$ cat src/sv/slps_pkg.sv
package slps_pkg;

  localparam int unsigned MsW  = 11;
  localparam int unsigned RepW = 4;

  localparam logic [1:0] REQ_TICK   = 2'd0;
  localparam logic [1:0] REQ_SET    = 2'd1;
  localparam logic [1:0] REQ_CLIENT = 2'd2;

  localparam logic [2:0] PAT_READY   = 3'd0;
  localparam logic [2:0] PAT_CONNECT = 3'd1;
  localparam logic [2:0] PAT_NORMAL  = 3'd2;
  localparam logic [2:0] PAT_NO_NET  = 3'd3;
  localparam logic [2:0] PAT_SAVING  = 3'd4;
  localparam logic [2:0] PAT_FACTORY = 3'd5;
  localparam logic [2:0] PAT_ERROR   = 3'd6;
  localparam logic [2:0] PAT_CLIENT  = 3'd7;

  typedef struct packed {
    logic [RepW-1:0] blinks;
    logic            level;
    logic [MsW-1:0]  on_ms;
    logic [MsW-1:0]  off_ms;
  } seg_t;

  typedef struct packed {
    logic [2:0]      mode;
    logic            pend;
    logic [2:0]      pat;
    logic            busy;
    logic            phase;
    logic [RepW-1:0] rep;
    logic [MsW-1:0]  ms;
    logic            led;
  } state_t;

  function automatic seg_t mk_seg(input logic [RepW-1:0] blinks, input logic level,
                                  input logic [MsW-1:0] on_ms, input logic [MsW-1:0] off_ms);
    seg_t s;
    s.blinks = blinks;
    s.level  = level;
    s.on_ms  = on_ms;
    s.off_ms = off_ms;
    return s;
  endfunction

  function automatic seg_t seg_get(input logic [2:0] pat, input logic phase);
    seg_t s;
    s = mk_seg(4'd0, 1'b0, 11'd0, 11'd0);
    case (pat)
      PAT_READY:   if (!phase) s = mk_seg(4'd1, 1'b1, 11'd2000, 11'd300);
      PAT_CONNECT: if (!phase) s = mk_seg(4'd1, 1'b1, 11'd500, 11'd500);
      PAT_NORMAL:  if (!phase) s = mk_seg(4'd0, 1'b1, 11'd500, 11'd0);
      PAT_NO_NET:  s = phase ? mk_seg(4'd0, 1'b0, 11'd2000, 11'd0)
                             : mk_seg(4'd2, 1'b1, 11'd120, 11'd120);
      PAT_SAVING:  if (!phase) s = mk_seg(4'd1, 1'b1, 11'd100, 11'd100);
      PAT_FACTORY: s = phase ? mk_seg(4'd2, 1'b1, 11'd700, 11'd300)
                             : mk_seg(4'd15, 1'b1, 11'd100, 11'd100);
      PAT_ERROR:   s = phase ? mk_seg(4'd0, 1'b0, 11'd2000, 11'd0)
                             : mk_seg(4'd3, 1'b1, 11'd120, 11'd120);
      PAT_CLIENT:  s = phase ? mk_seg(4'd5, 1'b1, 11'd120, 11'd120)
                             : mk_seg(4'd0, 1'b1, 11'd1000, 11'd0);
      default:     s = mk_seg(4'd0, 1'b0, 11'd0, 11'd0);
    endcase
    return s;
  endfunction

  function automatic logic two_phases(input logic [2:0] pat);
    logic r;
    case (pat)
      PAT_NO_NET, PAT_FACTORY, PAT_ERROR, PAT_CLIENT: r = 1'b1;
      default: r = 1'b0;
    endcase
    return r;
  endfunction

endpackage

$ cat src/sv/slps_step.sv
module slps_step (
  input  slps_pkg::state_t cur,
  input  logic [1:0]       req_type,
  input  logic [2:0]       new_mode,
  output slps_pkg::state_t nxt,
  output logic             lit
);
  import slps_pkg::*;

  seg_t       seg_c;
  seg_t       seg_1;
  seg_t       seg_s;
  logic [2:0] pat_s;

  always_comb begin
    pat_s = cur.pend ? PAT_CLIENT : ((cur.mode >= PAT_ERROR) ? PAT_ERROR : cur.mode);
    seg_s = seg_get(pat_s, 1'b0);
    seg_c = seg_get(cur.pat, cur.phase);
    seg_1 = seg_get(cur.pat, 1'b1);
    nxt   = cur;
    lit   = cur.led;
    case (req_type)
      REQ_TICK: begin
        if (!cur.busy) begin
          // start a new pattern and spend its first millisecond
          nxt.pend  = 1'b0;
          nxt.pat   = pat_s;
          nxt.busy  = 1'b1;
          nxt.phase = 1'b0;
          nxt.led   = (seg_s.blinks != '0) ? 1'b1 : seg_s.level;
          nxt.rep   = seg_s.blinks;
          nxt.ms    = seg_s.on_ms - MsW'(1);
          lit       = nxt.led;
        end else if (cur.ms <= MsW'(1)) begin
          if (seg_c.blinks != '0 && cur.led) begin
            nxt.led = 1'b0;
            nxt.ms  = seg_c.off_ms;
          end else if (seg_c.blinks != '0 && cur.rep > RepW'(1)) begin
            nxt.rep = cur.rep - RepW'(1);
            nxt.led = 1'b1;
            nxt.ms  = seg_c.on_ms;
          end else if (!cur.phase && two_phases(cur.pat)) begin
            nxt.phase = 1'b1;
            nxt.led   = (seg_1.blinks != '0) ? 1'b1 : seg_1.level;
            nxt.ms    = seg_1.on_ms;
            nxt.rep   = seg_1.blinks;
          end else begin
            // pattern done
            nxt.busy = 1'b0;
            nxt.rep  = '0;
            nxt.ms   = '0;
            if (cur.pat == PAT_FACTORY) begin
              nxt.mode = PAT_READY;
            end
          end
        end else begin
          nxt.ms = cur.ms - MsW'(1);
        end
      end
      REQ_SET:    nxt.mode = new_mode;
      REQ_CLIENT: nxt.pend = 1'b1;
      default:    nxt = cur;
    endcase
  end

endmodule

$ cat src/sv/status_led_pattern_sequencer.sv
// Channel | Direction | Handshake            | Payload
// in_     | input     | in_valid / in_stall   | in_req_type, in_new_mode
// out_    | output    | out_valid / out_stall | out_led_on, out_pattern_busy, out_current_mode
//
// One request per cycle while in_stall is low: a request is held in an input
// register, then the pattern state and the result register update together
// once the result register is empty or out_stall is low.
// rst_n is synchronous, active low, and clears the pattern state and valids.
// in_stall rises only while both the input register and the result register
// hold requests and out_stall is high.
module status_led_pattern_sequencer (
  input  logic       clk,
  input  logic       rst_n,
  input  logic       in_valid,
  output logic       in_stall,
  input  logic [1:0] in_req_type,
  input  logic [2:0] in_new_mode,
  output logic       out_valid,
  input  logic       out_stall,
  output logic       out_led_on,
  output logic       out_pattern_busy,
  output logic [2:0] out_current_mode
);
  import slps_pkg::*;

  logic       s1_v_r;
  logic [1:0] s1_req_r;
  logic [2:0] s1_mode_r;
  state_t     st_r;
  state_t     st_nxt;
  logic       lit_nxt;
  logic       out_v_r;
  logic       led_r;
  logic       busy_r;
  logic [2:0] mode_r;
  logic       adv;
  logic       take;

  assign adv      = !out_v_r || !out_stall;
  assign take     = s1_v_r && adv;
  assign in_stall = s1_v_r && !adv;

  slps_step u_step (
    .cur      (st_r),
    .req_type (s1_req_r),
    .new_mode (s1_mode_r),
    .nxt      (st_nxt),
    .lit      (lit_nxt)
  );

  always_ff @(posedge clk) begin
    if (!rst_n) begin
      s1_v_r  <= 1'b0;
      out_v_r <= 1'b0;
      st_r    <= '0;
    end else begin
      if (!in_stall) begin
        s1_v_r <= in_valid;
      end
      if (adv) begin
        out_v_r <= s1_v_r;
      end
      if (take) begin
        st_r <= st_nxt;
      end
    end
  end

  always_ff @(posedge clk) begin
    if (!in_stall && in_valid) begin
      s1_req_r  <= in_req_type;
      s1_mode_r <= in_new_mode;
    end
    if (take) begin
      led_r  <= lit_nxt;
      busy_r <= st_nxt.busy;
      mode_r <= st_nxt.mode;
    end
  end

  assign out_valid        = out_v_r;
  assign out_led_on       = led_r;
  assign out_pattern_busy = busy_r;
  assign out_current_mode = mode_r;

endmodule

$ cat config.mk
export PLATFORM = sky130hd
export DESIGN_NAME = status_led_pattern_sequencer
export DESIGN_NICKNAME = d
export VERILOG_FILES = /design/src/sv/slps_pkg.sv /design/src/sv/slps_step.sv /design/src/sv/status_led_pattern_sequencer.sv
export SDC_FILE = /design/constraint.sdc
export NUM_CORES = 1
export LEC_CHECK = 0
export BUFFER_PORTS_ARGS = -buffer_cell sky130_fd_sc_hd__buf_2
export CORE_ASPECT_RATIO = 1.25
export CORE_MARGIN = 2
export CORE_UTILIZATION = 44
export CTS_BUF_LIST = sky130_fd_sc_hd__clkbuf_2 sky130_fd_sc_hd__clkbuf_4 sky130_fd_sc_hd__clkbuf_8
export CTS_CLUSTER_DIAMETER = 200
export DETAILED_ROUTE_END_ITERATION = 7
export PLACE_DENSITY_LB_ADDON = 0.08
export SLEW_MARGIN = 25
export SYNTH_ARGS = -nofsm -noshare
export SYNTH_HDL_FRONTEND = slang
export SYNTH_HIERARCHICAL = 1
export SYNTH_SLANG_ARGS = --single-unit
$ cat constraint.sdc
create_clock -name clk -period 3.3 [get_ports clk]
set_input_delay 0.495 -clock clk [delete_from_list [all_inputs] [get_ports clk]]
set_output_delay 0.495 -clock clk [all_outputs]
set_load 0.01 [all_outputs]
; ---- Word-level counts from Yosys, hierarchy flattened
; Index checks and enable logic that the tools add are counted.
[totals]
reg_bits = 37
inputBits = 9
output_inout_bits = 7
elab_cells = 116
[op_classes]
n_addsub = 3
magnitude_cmp = 3
eq_ne = 22
muxes = 45
bitwise_logic = 1
n_reduce_logical = 27
[ops]
columns = op, n
row1 = $pmux W27 S8, 2
row2 = $pmux W26 S3, 1
row3 = $mux W24, 3
row4 = $mux W25, 2
row5 = $mux W18, 2
row6 = $mux W27, 1
row7 = $mux W26, 1
row8 = $eq A3 B3 Y1 const B, 8
row9 = $mux W3, 8
row10 = $mux W23, 1
row11 = $sub A11 B1 Y11 const B, 2
row12 = $mux W16, 1
row13 = $mux W1, 14
row14 = $mux W14, 1
row15 = $eq A3 B2 Y1 const B, 4
row16 = $mux W12, 1
row17 = $mux W6, 2
row18 = $reduce_bool A4 Y1, 3
row19 = $le A11 B1 Y1 const B, 1
row20 = $mux W11, 1
row21 = $reduce_and A4 Y1, 2
row22 = $eq A3 B1 Y1 const B, 2
row23 = $logic_and A1 B1 Y1, 6
row24 = $logic_not A3 Y1, 2
row25 = 22 further kinds, 30

; ---- Logic depth before layout (Yosys ltp)
; Gate-level depths: netlist (run 1).
[depth]
word_depth = 16
ltp_mapped = 11
depth_no_buf = 9

; ---- Cells and area by module
; Netlist (run 1), hierarchy kept.
[modules_own_cells]
columns = module, n_inst, cells_per_inst, area_per_inst_um2, seq_area_each_um2
row1 = slps_step, 1, 247, 1457.6, 0.0
row2 = status_led_pattern_sequencer, 1, 127, 1403.8, 840.8

; ---- Worst setup path after synthesis (run 1)
; No wires, ideal clock.
[synth_timing]
kind = reg2reg
start = register st_r[4] (netlist bit)
end = register mode_r[1], in the netlist out_current_mode[1] (data pin)
setup_ns = 0.261
arrival_time_ns = 2.131
required_time_ns = 3.039
setup_slack_ns = 0.908
path_stages_with_launch = 7
path_buffers = 1
synth_period_minus_slack_ns = 2.392
cell_sequence = dfxtp_1 > or4_1 > or4_1 > buf_2 > a2111oi_0 > o21ai_1 > a22o_1
[synth_rtl]
columns = item, line
row1 = "start, declared", status_led_pattern_sequencer.sv:29  ; state_t st_r;
row2 = "start signal, assigned", status_led_pattern_sequencer.sv:64  ; st_r <= st_nxt;
row3 = "end signal, assigned", status_led_pattern_sequencer.sv:77  ; mode_r <= st_nxt.mode;
row4 = "end, declared", status_led_pattern_sequencer.sv:35  ; logic [2:0] mode_r;

==> results by group, run 1 <==
Status
  • Status: finished clean

CTS
  • Clock slew at reported path FFs: 0.09 ns
  • Post_cts resized: 0
  • CTS buffer count: 5
  • Clk buf depth: 2
  • TritonCTS clock tree: yes
  • Setup Buffers After CTS: 0
  • Clock latency on the worst-skew pair: 0.30 ns
  • Cts hold-fix bufs: 0
  • # H-tree levels: 2
  • Clock root cell: clkbuf_8
  • CTS Sinks: 37

Final layout
  • Layout cells sized above 1: 11.6%
  • Antenna cell count: 0
  • Fin area: 3120 um2
  • Nets: 392
  • Layout overhead on the synthesized area: 8.92%
  • Fin util: 49.9%
  • Layout filler cell count: 649
  • Area of the multi-input gates: 1830 um2
  • Register Area: 841 um2

Timing
  • Slew at the pin closest to its max-slew limit: 0.883 ns
  • Hold Fails Final Rpt: 0
  • Final worst slack: 0.449 ns
  • Setup tns final: 0 ns
  • RSZ-0062 raised after global routing: false
  • Worst Hold Slack: 0.370 ns
  • Rel. slew slack: 41.1%
  • Final worst path period need: 2.85 ns
  • Slew Limit Fails: 0
  • Final period utilization: 86.4%
  • Finish-stage setup viols: 0
  • Clk_skew: 0.00405 ns
  • Fmax: 351 MHz

Die
  • Die width: 76.1 um
  • IO Count: 16
  • Cell Rows: 32
  • Die height: 94.2 um
  • Die area: 7170 um2
  • Starting Density: 45.8%
  • Core region area: 6250 um2

Min path
  • Hold Path Stages: 1
  • Hold Path Class: primary input to flop

Setup path
  • Worst path bufs/invs: 0
  • Critical Path Stages: 7
  • CP endpoint kind: flop
  • Crit path launch type: flop
  • CP max FO: 8
  • CP most frequent cell: or4_1
  • Crit path max-delay cell type: or4_1
  • Worst Path Required: 3.46 ns
  • CP max stage delay: 0.61 ns
  • Register-to-Register Path Depth: 7
  • Delay-heaviest family, CP: simple AND/OR/NAND/NOR gates
  • Critical Path, Cell by Cell: or4_1 -> or4_1 -> a2111oi_0 -> o21ai_1 -> a22o_1 -> nand2_1 -> mux2i_1
  • Crit Path Category: flop to flop
  • Critical Path AT: 3.01 ns

Logic synthesis
  • Dominant cell type by area after synthesis: dfxtp_1
  • Ys Warns: 6
  • Synth area leaders: dfxtp_1 19%, edfxtp_1 10%, mux2i_1 9.8%
  • Post-synthesis cell count: 374
  • Number of synthesized register bits: 37
  • Syn Std Cell Area: 2860 um2
  • Post-synth top flop: dfxtp_1
  • Mean Syn Cell Area: 7.65 um2
  • Sequential area share after synthesis: 29.4%
  • Synth top area share: 18.9%
  • Distinct cells, synth: 65
  • Async set or reset register ratio after synthesis: 0%
  • Syn nets: 387
  • Number of enable flip-flop cells after synthesis: 10

Placed design
  • DP Area: 2980 um2
  • Hpwl dp: 5610 um
  • Gp weighted congestion: 0.881
  • IO Port Bufs: 15
  • Pre-CTS setup slack: 0.535 ns

Run
  • Maximum Capacitance Violations: 0

Power
  • Sw frac: 29.1%
  • Logic gate share of total power: 20.5%
  • Leak: 1.13 nW
  • Share of power burned in registers: 40.2%
  • Clock Power Share: 39.3%
  • Sw Pwr: 0.000366 W
  • Max VDD drop: 0.211 mV
  • Int Pwr: 0.000892 W
  • Pwr/cell area: 404 nW/um2

Global routing
  • First-pass GRT wire length: 13200 um
  • Gr ovfl total: 0
  • Total GRT Usage: 23.1%
  • Largest net degree at the start of global routing: 53
  • Vias in the first global route: 2657
  • Antenna violations before repair: 0

Detailed routing
  • Vias: 2834
  • Vias/cell: 6.09
  • Post-route DRC violation count: 0
  • Final ANT Viol Nets: 0
  • Pre-Repair DR Iteration Count: 4
  • Drt first-iter violations: 247
  • Routed WL: 7930 um
  • Routed WL per cell: 17.1 um
==> synthesized netlist by cell type, drive strengths merged (6+ instances only) <==
library cell and count:
a31oi 10, nor2 26, o31ai 7, buf 9, dfxtp 27, or4 7, edfxtp 10, mux2i 28
nand2 74, o21ai 26, nand3 6, clkbuf 19, a21oi 23, nor3 8, inv 12
==> routing by layer <==
metal / wire length [um] / global-route usage [%] / part of all wire, % / up-vias
met5: 0 / 0 / 0 / -
met4: 244 / 8.94 / 3.1 / 0
met3: 474 / 4.13 / 6.0 / 24
met2: 3700 / 38.9 / 47 / 116
met1: 3510 / 29.5 / 44 / 1321
li1: - / - / - / 1373
==> kinds of logic (layout without fill, tap and decap cells) <==
group                      Yosys count  count (layout)  share of synthesized area (%)
AOI/OAI and AO/OA                  110             110                           25.8
xor gates and xnor gates             7               7                           2.14
adders and majority gates            4               4                           1.75
buffers and inverters               41              47                           7.08
DFF                                 37              37                           29.4
muxes                               30              30                           10.6
and+or+nand+nor                    145             145                           23.2
==> placed cells by master, fill, tap and decap left out, drive strengths merged, types with 5 or more instances in the layout <==
master / instances
clkbuf: 5
o21ai: 26
o31ai: 7
nand3: 6
nor3: 8
buf: 26
nor2: 26
or4: 7
mux2i: 28
a21oi: 23
edfxtp: 10
nand2: 74
dfxtp: 27
a31oi: 10
inv: 13
==> worst paths after layout <==
| path | from | endpoint | slack, ns |
|---|---|---|---|
| setup / recovery | st_r[4] | st_r[22] | 0.45 |
| hold / removal | in_new_mode[0] | s1_mode_r[0] | 0.37 |
| setup reg to reg | st_r[4] | st_r[22] | 0.45 |
| hold reg to reg | st_r[13] | st_r[13] | 0.48 |
==> worst reg2reg max path, stage by stage (launching register included) <==
cell and delay [ns]:
dfxtp_1 0.38, or4_1 0.55, or4_1 0.61, a2111oi_0 0.59, o21ai_1 0.20, a22o_1 0.24, nand2_1 0.06, mux2i_1 0.08
==> final cells by class <==
type	count	share of cell area [%]
multi-input cells	296	58.6
flip-flops and latches	37	27.0
repair buffers	26	5.06
well taps	85	3.41
clock buffers	5	2.21
clock inverters	3	2.21
inverters	13	1.57
==> state kept, by name, summed over array words and instances (netlist names) <==
signal	cells
s1_mode_r	3
out_led_on	1
s1_v_r	1
out_current_mode	3
st_r	25
s1_req_r	2
out_valid	1
out_pattern_busy	1
==> power groups by stage <==
stage / clock network (W) / logic [W] / registers [W]
6_report: 0.000495 / 0.000257 / 0.000506
5_1_grt: 0.000519 / 0.000281 / 0.000509
4_1_cts: 0.000507 / 0.000253 / 0.000505
3_5_place_dp: 0 / 0.000251 / 0.000516
3_3_place_gp: 0 / 0.000250 / 0.000516
2_1_floorplan: 0 / 0.000194 / 0.000509
==> stage by stage <==
step                total power (W)  std cells
finish                      0.00126        465
global route                0.00131        465
CTS                         0.00126        465
detailed placement         0.000767        457
global placement           0.000766        457
floorplan                  0.000703        374
Power figures use the tool's default switching activity.
==> inputs of run 2 (changes only) <==
- clock period: 3.3 -> 3.2 ns (I/O delays scaled with it)
==> run 2 against run 1 <==
Effect of this change: non-clock buffer count unchanged; worst setup slack got worse by 0.029 ns; via count decreased by 0.95%; global-route usage decreased by 0.67 points; cell count unchanged; largest power group unchanged.
==> results by group, run 2 (synthesis gave the netlist of run 1 again) <==
Status
  • Status: finished clean

Die
  • Die area: 7170 um2 (unchanged)
  • Cell Rows: 32 (unchanged)
  • Starting Density: 45.8% (unchanged)
  • IO Count: 16 (unchanged)
  • Die width: 76.1 um (unchanged)
  • Core region area: 6250 um2 (unchanged)
  • Die height: 94.2 um (unchanged)

Placed design
  • Gp weighted congestion: 0.910 (+3.3%)
  • IO Port Bufs: 15 (unchanged)
  • Placed cells: 457 (unchanged)
  • DP Area: 2980 um2 (unchanged)
  • Hpwl dp: 5410 um (-3.5%)

Global routing
  • Total GRT Usage: 22.4% (-0.67 points)
  • Gr ovfl total: 0 (unchanged)
  • Antenna violations before repair: 0 (unchanged)
  • Largest net degree at the start of global routing: 53 (unchanged)
  • Vias in the first global route: 2652 (-0.19%)
  • First-pass GRT wire length: 13100 um (-1.4%)

CTS
  • Clk buf depth: 2 (unchanged)
  • Clock latency on the worst-skew pair: 0.29 ns (about the same)
  • CTS Sinks: 37 (unchanged)
  • Cts hold-fix bufs: 0 (unchanged)
  • Setup Buffers After CTS: 0 (unchanged)
  • Post_cts resized: 0 (unchanged)
  • # H-tree levels: 2 (unchanged)
  • Clock slew at reported path FFs: 0.07 ns (-0.02 ns)
  • TritonCTS clock tree: yes
  • CTS buffer count: 5 (unchanged)
  • Clock root cell: clkbuf_8

Detailed routing
  • Drt first-iter violations: 258 (+4.5%)
  • Post-route DRC violation count: 0 (unchanged)
  • Routed WL: 7650 um (-3.5%)
  • Vias: 2807 (-0.95%)
  • Final ANT Viol Nets: 0 (unchanged)
  • Pre-Repair DR Iteration Count: 5 (+1)
  • Vias/cell: 6.04 (-0.95%)
  • Routed WL per cell: 16.5 um (-3.5%)

Setup path
  • Worst Path Required: 3.37 ns (-0.09 ns)
  • CP most frequent cell: or4_1
  • Setup slack, reg-to-reg: 0.42 ns (-0.03 ns)
  • CP max stage delay: 0.60 ns (about the same)
  • Worst path bufs/invs: 0 (unchanged)
  • Delay-heaviest family, CP: simple AND/OR/NAND/NOR gates
  • Critical Path AT: 2.95 ns (-0.06 ns)
  • CP endpoint kind: flop
  • Critical Path, Cell by Cell: or4_1 -> or4_1 -> a2111oi_0 -> o21ai_1 -> a22o_1 -> nand2_1 -> mux2i_1
  • Crit Path Category: flop to flop
  • Crit path max-delay cell type: or4_1
  • CP max FO: 8 (unchanged)
  • Crit path launch type: flop

Final layout
  • Layout cells sized above 1: 11.3% (-0.26 points)
  • Fin area: 3070 um2 (-1.6%)
  • Non-Filler Instances: 465 (unchanged)
  • Max reg flops: 25 (unchanged)
  • Antenna cell count: 0 (unchanged)
  • Most frequent cells in the layout: 74 x nand2_1, 28 x mux2i_1, 27 x dfxtp_1
  • Most common cell after layout, fill and taps aside: nand2_1
  • Fin util: 49.1% (-0.82 points)
  • Nets: 392 (unchanged)
  • Layout overhead on the synthesized area: 7.13%
  • Register bank with the most flops: st_r

Power
  • Leak: 1.11 nW (-2.2%)
  • Power, Total: 0.00111 W (-12%)
  • Max VDD drop: 0.304 mV (+44%)
  • Pwr/cell area: 363 nW/um2 (-10%)

Timing
  • Final period utilization: 86.9% (+0.49 points)
  • Hold Fails Final Rpt: 0 (unchanged)
  • RSZ-0062 raised after global routing: false
  • Finish-stage setup viols: 0 (unchanged)
  • Setup tns final: 0 ns (unchanged)
  • Rel. slew slack: 40.4% (-0.69 points)
  • Fmax: 360 MHz (+2.5%)
  • Clk_skew: 0.00922 ns (+0.00517 ns)
  • Slew Limit Fails: 0 (unchanged)
  • Final worst path period need: 2.78 ns (-0.0708 ns)
  • Slew at the pin closest to its max-slew limit: 0.893 ns (+0.0104 ns)

Run
  • Maximum Capacitance Violations: 0 (unchanged)

Min path
  • Hold Path Class: primary input to flop
-- run 2: changes by cell type in the layout (fill, tap and decap cells not counted), sizes merged --
cell	previous run	this run
clkinv	1	4
bufinv	2	0
inv	13	12
-- run 2: metal layers --
metal,vias to the layer above,track usage [%],wire length [um]
met3,17,3.17,405
met4,0,8.48,192
li1,1370,-,-
met2,104,38.5,3600
met5,-,0,0
met1,1316,28.6,3450
-- run 2: final timing paths --
path,startpoint,to,cells after the start
worst max-delay path,st_r[4],st_r[23],7
worst min-delay path,in_new_mode[1],s1_mode_r[1],1
worst max register to register,st_r[4],st_r[23],7
worst min register to register,st_r[13],st_r[13],2
-- run 2: power breakdown --
group / switching, W / internal (W)
clock network: 0.000180 / 0.000151
registers: 0.0000229 / 0.000499
logic: 0.000155 / 0.000106
total: 0.000357 / 0.000756
-- run 2: through the flow --
stage / setup slack (ns) / hold slack (ns)
final: 0.420 / 0.363
after floorplan: 0.808 / 0.434
after global placement: 0.555 / 0.468
after CTS: 0.410 / 0.354
after detailed placement: 0.432 / 0.480
after global routing: 0.191 / 0.348
-- run 2: area by class of cell --
class | count | area (um2)
fill | 671 | 3180
multi-input combinational | 296 | 1830
sequential | 37 | 841
timing repair buffer | 26 | 158
tap | 85 | 106
clock buffer | 5 | 68.8
inverter | 13 | 48.8
clock inverter | 3 | 17.5
==> inputs of run 3 (changes only) <==
- CORE_UTILIZATION: 44 -> 40
- CTS_CLUSTER_DIAMETER: 200 -> 150
==> run 3 against run 2 <==
Effect of this change: core utilization fell by 4.4 points; worst hold slack lost 0.0042 ns; via count is 0.18% lower; global-route usage fell by 1.5 points; wire length rose by 3.8%; cell count grew 1.1%; non-clock buffer count is the same; count of clock-buffer cells in the layout increased by 1; fmax down 1.1%; first-iteration DRC count down 26%; die area is 9.5% higher.
==> results by group, run 3 (synthesis gave the netlist of run 1 again) <==
CTS
  • CTS buffer count: 5 (unchanged)
  • Setup Buffers After CTS: 0 (unchanged)
  • TritonCTS clock tree: yes
  • Clock root cell: clkbuf_8
  • # H-tree levels: 2 (unchanged)
  • Clock latency on the worst-skew pair: 0.29 ns (about the same)
  • Cts hold-fix bufs: 0 (unchanged)
  • Clock slew at reported path FFs: 0.08 ns (about the same)
  • Post_cts resized: 0 (unchanged)
  • CTS Sinks: 37 (unchanged)
  • Clk buf depth: 2 (unchanged)

Setup path
  • Delay-heaviest family, CP: simple AND/OR/NAND/NOR gates
  • Reg2reg end: st_r[23]
  • Critical Path, Cell by Cell: or4_1 -> or4_1 -> a2111oi_0 -> o21ai_1 -> a22o_1 -> nand2_1 -> mux2i_1
  • CP most frequent cell: or4_1
  • Crit path launch type: flop
  • Worst Path Required: 3.37 ns (about the same)
  • CP endpoint kind: flop
  • Critical Path AT: 2.98 ns (+0.03 ns)
  • Worst path bufs/invs: 0 (unchanged)
  • Critical R2R Launch: st_r[4]
  • Critical Path Stages: 7 (unchanged)
  • Setup slack, reg-to-reg: 0.39 ns (-0.03 ns)
  • CP max stage delay: 0.62 ns (+0.02 ns)
  • Crit Path Category: flop to flop
  • Register-to-Register Path Depth: 7 (unchanged)
  • CP max FO: 8 (unchanged)
  • Crit path max-delay cell type: a2111oi_0

Power
  • Max VDD drop: 0.247 mV (-19%)
  • Leak: 1.12 nW (+1.3%)
  • Pwr/cell area: 390 nW/um2 (+7.3%)

Detailed routing
  • Routed WL: 7940 um (+3.8%)
  • Vias: 2802 (-0.18%)
  • Routed WL per cell: 16.9 um (+2.6%)
  • Pre-Repair DR Iteration Count: 7 (+2)
  • Final ANT Viol Nets: 0 (unchanged)
  • Drt first-iter violations: 191 (-26%)
  • Vias/cell: 5.96 (-1.2%)
  • Post-route DRC violation count: 0 (unchanged)

Global routing
  • Largest net degree at the start of global routing: 53 (unchanged)
  • Antenna violations before repair: 0 (unchanged)
  • Gr ovfl total: 0 (unchanged)
  • First-pass GRT wire length: 13000 um (-0.15%)
  • Vias in the first global route: 2618 (-1.3%)
  • Total GRT Usage: 20.9% (-1.5 points)

Die
  • Die height: 98.6 um (+4.7%)
  • Die width: 79.7 um (+4.6%)
  • Cell Rows: 34 (+6.3%)
  • Core region area: 6930 um2 (+11%)
  • Starting Density: 41.3% (-4.5 points)
  • Die area: 7850 um2 (+9.5%)
  • IO Count: 16 (unchanged)

Final layout
  • Most frequent cells in the layout: 74 x nand2_1, 28 x mux2i_1, 27 x dfxtp_1
  • Antenna cell count: 0 (unchanged)
  • Register bank with the most flops: st_r
  • Most common cell after layout, fill and taps aside: nand2_1
  • Fin util: 44.7% (-4.4 points)
  • Nets: 392 (unchanged)
  • Layout overhead on the synthesized area: 8.35%
  • Layout cells sized above 1: 11.6% (+0.26 points)
  • Max reg flops: 25 (unchanged)
  • Layout filler cell count: 714 (+6.4%)

Timing
  • Final period utilization: 87.8% (+0.94 points)
  • Setup tns final: 0 ns (unchanged)
  • Worst Hold Slack: 0.359 ns (-0.00416 ns)
  • Slew at the pin closest to its max-slew limit: 0.908 ns (+0.0151 ns)
  • Rel. slew slack: 39.4% (-1.0 points)
  • Hold Fails Final Rpt: 0 (unchanged)
  • Clk_skew: 0.00881 ns (-0.000408 ns)
  • Final worst path period need: 2.81 ns (+0.0301 ns)
  • Fmax: 356 MHz (-1.1%)
  • RSZ-0062 raised after global routing: false
  • Finish-stage setup viols: 0 (unchanged)
  • Slew Limit Fails: 0 (unchanged)

Min path
  • Hold Path Class: primary input to flop
  • Hold Path Stages: 1 (unchanged)
  • Worst hold start: in_new_mode[2]
  • Worst hold endpoint: s1_mode_r[2]

Run
  • Maximum Capacitance Violations: 0 (unchanged)

Placed design
  • IO Port Bufs: 15 (unchanged)
  • Hpwl dp: 5660 um (+4.5%)
  • Gp weighted congestion: 0.874 (-3.9%)

Status
  • Status: finished clean
## run 3: cell types whose count changed in the layout (fill, tap and decap cells not counted), sizes merged
cell and change:
clkinv -2, bufinv +1, clkbuf +1
## run 3: worst max-delay path by stage
stage,from,endpoint,slack (ns)
3_5_place_dp,st_r[3],st_r[23],0.42
2_1_floorplan,st_r[4],out_current_mode[1],0.81
4_1_cts,st_r[3],st_r[23],0.40
6_report,st_r[4],st_r[23],0.39
3_3_place_gp,st_r[4],st_r[12],0.60
5_1_grt,st_r[4],st_r[23],0.30
## run 3: stage by stage
step | total power, W | setup slack (ns) | instances | area [um2]
floorplan | 0.000725 | 0.808 | 374 | 2860
global placement | 0.000791 | 0.604 | 462 | 2990
detailed placement | 0.000788 | 0.421 | 462 | 2990
CTS | 0.00122 | 0.404 | 470 | 3100
global route | 0.00127 | 0.304 | 470 | 3100
finish | 0.00121 | 0.390 | 470 | 3100
## run 3: worst reg2reg max path, stage by stage, from the launching register on
cell	delay, ns
dfxtp_1	0.37
or4_1	0.55
or4_1	0.54
a2111oi_0	0.63
o21ai_1	0.23
a22o_1	0.24
nand2_1	0.06
mux2i_1	0.09
## run 3: layout make-up
class | instances | area [um2] | area share (%)
inverters | 13 | 48.8 | 1.57
well taps | 90 | 113 | 3.63
clock buffers | 6 | 76.3 | 2.46
clock inverters | 2 | 38.8 | 1.25
multi-input cells | 296 | 1830 | 58.9
flip-flops and latches | 37 | 841 | 27.1
repair buffers | 26 | 158 | 5.08
## run 3: report_power, final
group	total, W	internal, W	switching (W)
Combinational	0.000262	0.000106	0.000156
Clock	0.000425	0.000243	0.000183
Sequential	0.000521	0.000499	0.0000221
## run 3: metal layers
layer	share of wire, %	track usage (%)	vias up	wire, um
met5	0	0	-	0
met4	2.2	7.03	0	174
met3	6.0	2.84	19	478
met2	47	34.8	117	3720
met1	45	27.8	1294	3560
li1	-	-	1372	-
